File: config.mk
export PLATFORM = sky130hd
export DESIGN_NAME = itpl_ctrl
export DESIGN_NICKNAME = d
export VERILOG_FILES = /design/src/rtl/core/itpl_pkg.sv /design/src/rtl/core/itpl_ctrl.sv
export SDC_FILE = /design/constraint.sdc
export NUM_CORES = 1
export LEC_CHECK = 0
export ABC_AREA = 1
export BUFFER_PORTS_ARGS = -buffer_cell sky130_fd_sc_hd__buf_2
export CORE_AREA = 8 8 45 47
export CTS_BUF_LIST = sky130_fd_sc_hd__clkbuf_16
export DETAILED_ROUTE_END_ITERATION = 12
export DIE_AREA = 0 0 53 55
export PLACE_DENSITY_LB_ADDON = 0.08
export SLEW_MARGIN = 10
export SYNTH_ARGS = -nofsm -noshare
export SYNTH_HDL_FRONTEND = slang
export SYNTH_SLANG_ARGS = --single-unit
File: constraint.sdc
create_clock -name clk -period 1.12 [get_ports clk]
set_clock_uncertainty 0.1 [all_clocks]
set_input_delay 0.224 -clock clk [delete_from_list [all_inputs] [get_ports clk]]
set_output_delay 0.224 -clock clk [all_outputs]
set_load 0.01 [all_outputs]
File: src/rtl/core/itpl_pkg.sv
package itpl_pkg;

	localparam int KIND_W = 2;
	localparam logic [KIND_W-1:0] KIND_NODE    = 2'd0;
	localparam logic [KIND_W-1:0] KIND_FEATURE = 2'd1;
	localparam logic [KIND_W-1:0] KIND_SCORE   = 2'd2;

	localparam int CFG_W     = 8;
	localparam int CFG_IDX_W = 1;
	localparam logic [CFG_IDX_W-1:0] REG_TREES_IN_USE = 1'd0;
	localparam logic [CFG_IDX_W-1:0] REG_STEP_LIMIT   = 1'd1;

	localparam int TREES_W = 8;
	localparam int STEP_W  = 4;
	localparam logic [TREES_W-1:0] TREES_RESET = 8'd100;
	localparam logic [STEP_W-1:0]  STEP_RESET  = 4'd15;

	localparam int SUM_W = 20;
	localparam logic [SUM_W-1:0] SUM_MAX = 20'hFFFFF;
	localparam int ACC_W = SUM_W + 2;
	localparam int C_W   = 16;

	localparam logic [63:0] GAMMA_Q28 = 64'd154945150;
	localparam logic [63:0] LN2_Q32   = 64'd2977044472;

	typedef struct packed {
		logic [KIND_W-1:0]  kind;
		logic [6:0]         tree_number;
		logic [8:0]         node_number;
		logic               node_is_leaf;
		logic [9:0]         split_feature;
		logic signed [15:0] split_threshold;
		logic [8:0]         left_slot;
		logic [8:0]         right_slot;
		logic [3:0]         leaf_depth;
		logic [8:0]         leaf_count;
		logic [9:0]         feature_slot;
		logic signed [15:0] feature_value;
	} in_item_t;

	typedef struct packed {
		logic [SUM_W-1:0] path_length_sum;
		logic             walk_error;
	} out_item_t;

	typedef struct packed {
		logic [8:0]         leaf_count;
		logic [3:0]         leaf_depth;
		logic [8:0]         right_slot;
		logic [8:0]         left_slot;
		logic signed [15:0] split_threshold;
		logic [9:0]         split_feature;
		logic               is_leaf;
	} node_t;

	typedef struct packed {
		logic start;
		logic node_wr;
		logic feat_wr;
		logic node_rd;
		logic feat_rd;
		logic step;
		logic leaf_latch;
		logic tree_add;
		logic tree_fail;
		logic load_result;
	} cmd_t;

	typedef struct packed {
		logic trees_done;
		logic is_leaf;
		logic step_over;
		logic child_bad;
	} status_t;

	// binary log in Q.28 by repeated squaring
	function automatic logic [63:0] log2_q28(input logic [31:0] m);
		logic [5:0]  k;
		logic [63:0] y;
		logic [63:0] res;
		k = '0;
		for (int i = 0; i < 31; i++) begin
			if ((m >> (i + 1)) != 32'd0) begin
				k = 6'(i + 1);
			end
		end
		y = ({32'd0, m} << 30) >> k;
		res = 64'(k) << 28;
		for (int i = 27; i >= 0; i--) begin
			y = (y * y) >> 30;
			if (y >= (64'd2 << 30)) begin
				y = y >> 1;
				res = res | (64'd1 << i);
			end
		end
		return res;
	endfunction

	// average unsuccessful search length c(n), Q.8, rounded half up
	function automatic logic [C_W-1:0] c_q8(input int unsigned n);
		logic [63:0] ln;
		logic [63:0] num;
		logic [63:0] rem;
		logic [63:0] quo;
		logic [63:0] v;
		if (n < 2) begin
			return '0;
		end
		if (n == 2) begin
			return C_W'(256);
		end
		ln = (log2_q28(32'(n - 1)) * LN2_Q32) >> 32;
		num = 64'(2 * (n - 1)) << 28;
		rem = '0;
		quo = '0;
		for (int i = 63; i >= 0; i--) begin
			rem = {rem[62:0], num[i]};
			if (rem >= 64'(n)) begin
				rem = rem - 64'(n);
				quo[i] = 1'b1;
			end
		end
		v = (ln << 1) + (GAMMA_Q28 << 1) - quo;
		return C_W'((v + (64'd1 << 19)) >> 20);
	endfunction

endpackage

File: src/rtl/core/itpl_ctrl.sv
module itpl_ctrl (
	input  logic                           clk,
	input  logic                           arst_n,
	input  logic                           item_valid,
	input  logic [itpl_pkg::KIND_W-1:0]    kind,
	output logic                           item_stall,
	output logic                           result_valid,
	input  logic                           result_stall,
	input  itpl_pkg::status_t              status,
	output itpl_pkg::cmd_t                 cmd
);

	localparam logic [2:0] S_IDLE = 3'd0;
	localparam logic [2:0] S_TREE = 3'd1;
	localparam logic [2:0] S_NODE = 3'd2;
	localparam logic [2:0] S_CMP  = 3'd3;
	localparam logic [2:0] S_ADD  = 3'd4;

	logic [2:0] state_q;
	logic [2:0] state_next;
	logic       result_valid_q;
	logic       accept;
	logic       can_load;

	assign item_stall   = (state_q != S_IDLE);
	assign accept       = item_valid && !item_stall;
	assign result_valid = result_valid_q;
	assign can_load     = !result_valid_q || !result_stall;

	always_comb begin
		cmd        = '0;
		state_next = state_q;
		unique case (state_q)
			S_IDLE: begin
				cmd.node_wr = accept && (kind == itpl_pkg::KIND_NODE);
				cmd.feat_wr = accept && (kind == itpl_pkg::KIND_FEATURE);
				if (accept && (kind == itpl_pkg::KIND_SCORE)) begin
					cmd.start  = 1'b1;
					state_next = S_TREE;
				end
			end
			S_TREE: begin
				if (status.trees_done) begin
					if (can_load) begin
						cmd.load_result = 1'b1;
						state_next      = S_IDLE;
					end
				end else begin
					cmd.node_rd = 1'b1;
					state_next  = S_NODE;
				end
			end
			S_NODE: begin
				priority if (status.is_leaf) begin
					cmd.leaf_latch = 1'b1;
					state_next     = S_ADD;
				end else if (status.step_over) begin
					cmd.tree_fail = 1'b1;
					state_next    = S_TREE;
				end else begin
					cmd.feat_rd = 1'b1;
					state_next  = S_CMP;
				end
			end
			S_CMP: begin
				if (status.child_bad) begin
					cmd.tree_fail = 1'b1;
					state_next    = S_TREE;
				end else begin
					cmd.step    = 1'b1;
					cmd.node_rd = 1'b1;
					state_next  = S_NODE;
				end
			end
			S_ADD: begin
				cmd.tree_add = 1'b1;
				state_next   = S_TREE;
			end
			default: begin
				state_next = S_IDLE;
			end
		endcase
	end

	always_ff @(posedge clk or negedge arst_n) begin
		if (!arst_n) begin
			state_q        <= S_IDLE;
			result_valid_q <= 1'b0;
		end else begin
			state_q <= state_next;
			if (cmd.load_result) begin
				result_valid_q <= 1'b1;
			end else if (!result_stall) begin
				result_valid_q <= 1'b0;
			end
		end
	end

endmodule

# Word level (Yosys, flattened, before mapping)
# Index checks and enable logic that the tools add are counted.
# W data, S select, Z words.
# word_totals
ff_bits,4
inputBits,10
output_inout_bits,12
word_cells,51
# op_classes
eq_ne,9
mux,28
n_reduce_logical,12
# ops
op,count
$mux W1,18
$mux W3,5
$pmux W3 S5,1
$eq A3 B2 Y1 const B,2
$logic_and A1 B1 Y1,4
$mux W2,2
$pmux W1 S2,2
$eq A3 B1 Y1 const B,1
$eq A3 B3 Y1 const B,1
$logic_not A1 Y1,3
$logic_not A3 Y1,1
$ne A3 B3 Y1 const B,1
$reduce_bool A3 Y1,1
$eq A2 B1 Y1 const B,1
$eq A2 B2 Y1 const B,1
$logic_not A2 Y1,1
$ne A2 B1 Y1 const B,1
$ne A2 B2 Y1 const B,1
$reduce_and A2 Y1,1
$logic_or A1 B1 Y1,1

# Logic depth before layout (Yosys ltp)
# logic_depth
ltp_word,6
mapped_depth,5
mapped_depth_nobuf,5

# Least setup slack after synthesis
# Ideal clock, no wire load.
# synth_timing
path_kind,flip-flop to output port
from,register state_q[1]
to,output port cmd[8] (netlist bit)
arrival_ns,0.957
t_required_ns,0.796
setup_slack_ns,-0.161
stages_incl_launch_ff,4
cell_sequence,dfrtp_1 -> nor2_1 -> nand3_1 -> nor3_1
# synth_lines
item,line,text
from (decl),itpl_ctrl.sv:19,logic [2:0] state_q;
from (signal assigned),itpl_ctrl.sv:90,state_q <= state_next;
to (decl),itpl_ctrl.sv:10,output itpl_pkg::cmd_t cmd

==> reports/metrics.cfg <==
[die]
rows = 14
core_mm2 = 0.00138
die-height_um = 55
die_x_um = 53
ios = 22
start_util_pct = 21.2
dieArea_mm2 = 0.00292

[power_and_ir_drop]
p_leak_nw = 0.395
power.total_mw = 1.73
power_density_mw_per_mm2 = 2450
peakVddDrop_mv = 1.62

[layout]
nets = 94
final_cells = 98
antenna_cells = 0
mostFrequentLayoutCells = buf_2 (17), buf_6 (11), inv_1 (8)
drive_above_1_share_pct = 64.6
final_common_cell = buf_2
fin_util_pct = 50.9
area_growth_pct = 141

[yosys]
ys_warn_count = 0
syn_nets = 57
syn-cell-area_um2 = 293
syn_inst = 47
seq_area_frac_synth_pct = 34.2
yosysUniqueCellTypes = 12
ys_seq_elements = 4
synth_area_per_cell_um2 = 6.23

[timing]
fmax_mhz = 648
post-route-min-period_ns = 1.54
hold_viol_final = 0
final-max-slew-violation-count = 0
worst_slack_ns = -0.424
holdWs_ns = 0.141
rsz0062_at_grt = true
setup_violations = 13
relSlewSlack_pct = 88.5
worst_pin_slew_ns = 0.173
fin_crit_sh_pct = 138

[clock_tree]
clk_latency_ns = 0.22
clock-sinks = 4
cts_buffers = 3
path_clk_slew_ns = 0.03
clock_path_buffers = 2
htreeDepth = 1
cts_tree = yes
cts_root_buffer = clkbuf_16

[global_routing]
gr-total-overflow = 0
grt_max_degree = 6
antenna_found_initial = 0
grt_pass1_vias = 424
grt_use_total_pct = 7.35
grt_first_pass_wirelength_um = 1640

[critical_path]
r2r_start = state_q[1]
cp-end-kind = output port
crit_arrival_ns = 1.22
rrSetupSlack_ns = -0.28
cp_max_fo = 4
path_cells = buf_6 > nand3_4 > nor2_4 > nand2_2 > inv_2 > buf_6
slowest_delay_ns = 0.41
critPathKind = flip-flop to output port
r2r-end = state_q[1]
crit_cells = 6
path_common_cell = buf_6
critPathRequiredTime_ns = 0.80
worstSetupStartpointType = flip-flop
cp_num_buf_inv = 3
crit_family = flip-flops
reg2reg_depth = 8
slowest_stage = dfrtp_1

[drt]
drc = 0
via_per_inst = 4.07
first_pass_iters = 1
wl_per_cell_um = 10.1
drt-total-wl_um = 992
drt_iter0_markers = 0
postRouteAntennaNets = 0
vias = 399

[worst_hold_path]
worstHoldStart = status[3]
min_path_cells = 3
hold_path.class = primary input to flip-flop
worstHoldEndpoint = result_valid

[placement]
hpwl_um = 789
dp_cells = 91
io_buffer_count = 21
place_congestion = 0.650
post-place-ws_ns = -0.232

[flow_run]
cap_violations = 0

[run_status]
outcome = finished, violations left
violations = setup timing

## power by group
group	internal, mW	switching [mW]
clock network	0.455	0.0895
logic	0.467	0.451
registers	0.204	0.0600
total	1.13	0.601
## per-layer routing
metal | GRT usage [%] | vias up | part of all wire (%)
met5 | 0 | - | 0
met4 | 2.59 | 0 | 0
met3 | 3.48 | 0 | 8.9
met2 | 12.7 | 9 | 51
met1 | 7.68 | 176 | 40
li1 | - | 214 | -
## worst min-delay path: stages
cell	delay (ns)
buf_2	0.09
nand2_2	0.06
nand2_1	0.05
## final cells by class
class	count	area, um2
fillers	137	679
multi-input cells	32	226
well taps	16	20.0
repair buffers	32	241
flip-flops and latches	4	100
clock buffers	3	75.1
inverters	11	41.3
## state kept, by name (all words and copies together) (netlist names)
register	cells
result_valid	1
state_q	3
## worst max path at each step
| stage | startpoint | to | slack (ns) |
|---|---|---|---|
| 2_1_floorplan | state_q[0] | cmd[8] | -0.10 |
| 3_3_place_gp | state_q[1] | cmd[5] | -0.23 |
| 3_5_place_dp | state_q[1] | cmd[5] | -0.23 |
| 4_1_cts | state_q[1] | cmd[8] | -0.42 |
| 5_1_grt | state_q[1] | cmd[0] | -0.49 |
| 6_report | state_q[1] | cmd[5] | -0.42 |
## cell usage after synthesis
cell type | instances | area [um2]
nand3_1 | 2 | 10.0
nor2_4 | 1 | 11.3
dfrtp_1 | 4 | 100
a21oi_1 | 2 | 10.0
nand3_2 | 1 | 10.0
nor3_1 | 3 | 15.0
nand4_1 | 2 | 12.5
nor2_1 | 8 | 30.0
o21bai_1 | 1 | 7.51
inv_1 | 10 | 37.5
inv_2 | 1 | 3.75
nand2_1 | 12 | 45.0
## cell families after synthesis
group / count (synthesis) / share of synthesized area [%]
AO/OA/AOI/OAI: 3 / 5.98
buffers and inverters: 11 / 14.1
flip-flops: 4 / 34.2
AND/OR/NAND/NOR: 29 / 45.7
## through the flow
| stage | instance area, um2 | TNS [ns] |
|---|---|---|
| finish | 704 | -4.23 |
| global route | 704 | -5.25 |
| CTS | 656 | -4.47 |
| detailed placement | 500 | -1.64 |
| global placement | 500 | -1.61 |
| floorplan | 323 | -0.295 |
## timing repair
item                                    4_1_cts  5_1_grt
gates cloned                                  0        0
pin swaps                                     9        8
hold buffers                                  1        0
endpoints found under the setup margin       13       14
buffers inserted                              4        2
hold endpoints to repair                      4        0
gates resized for setup                      11       14
Power figures use the tool's default switching activity.
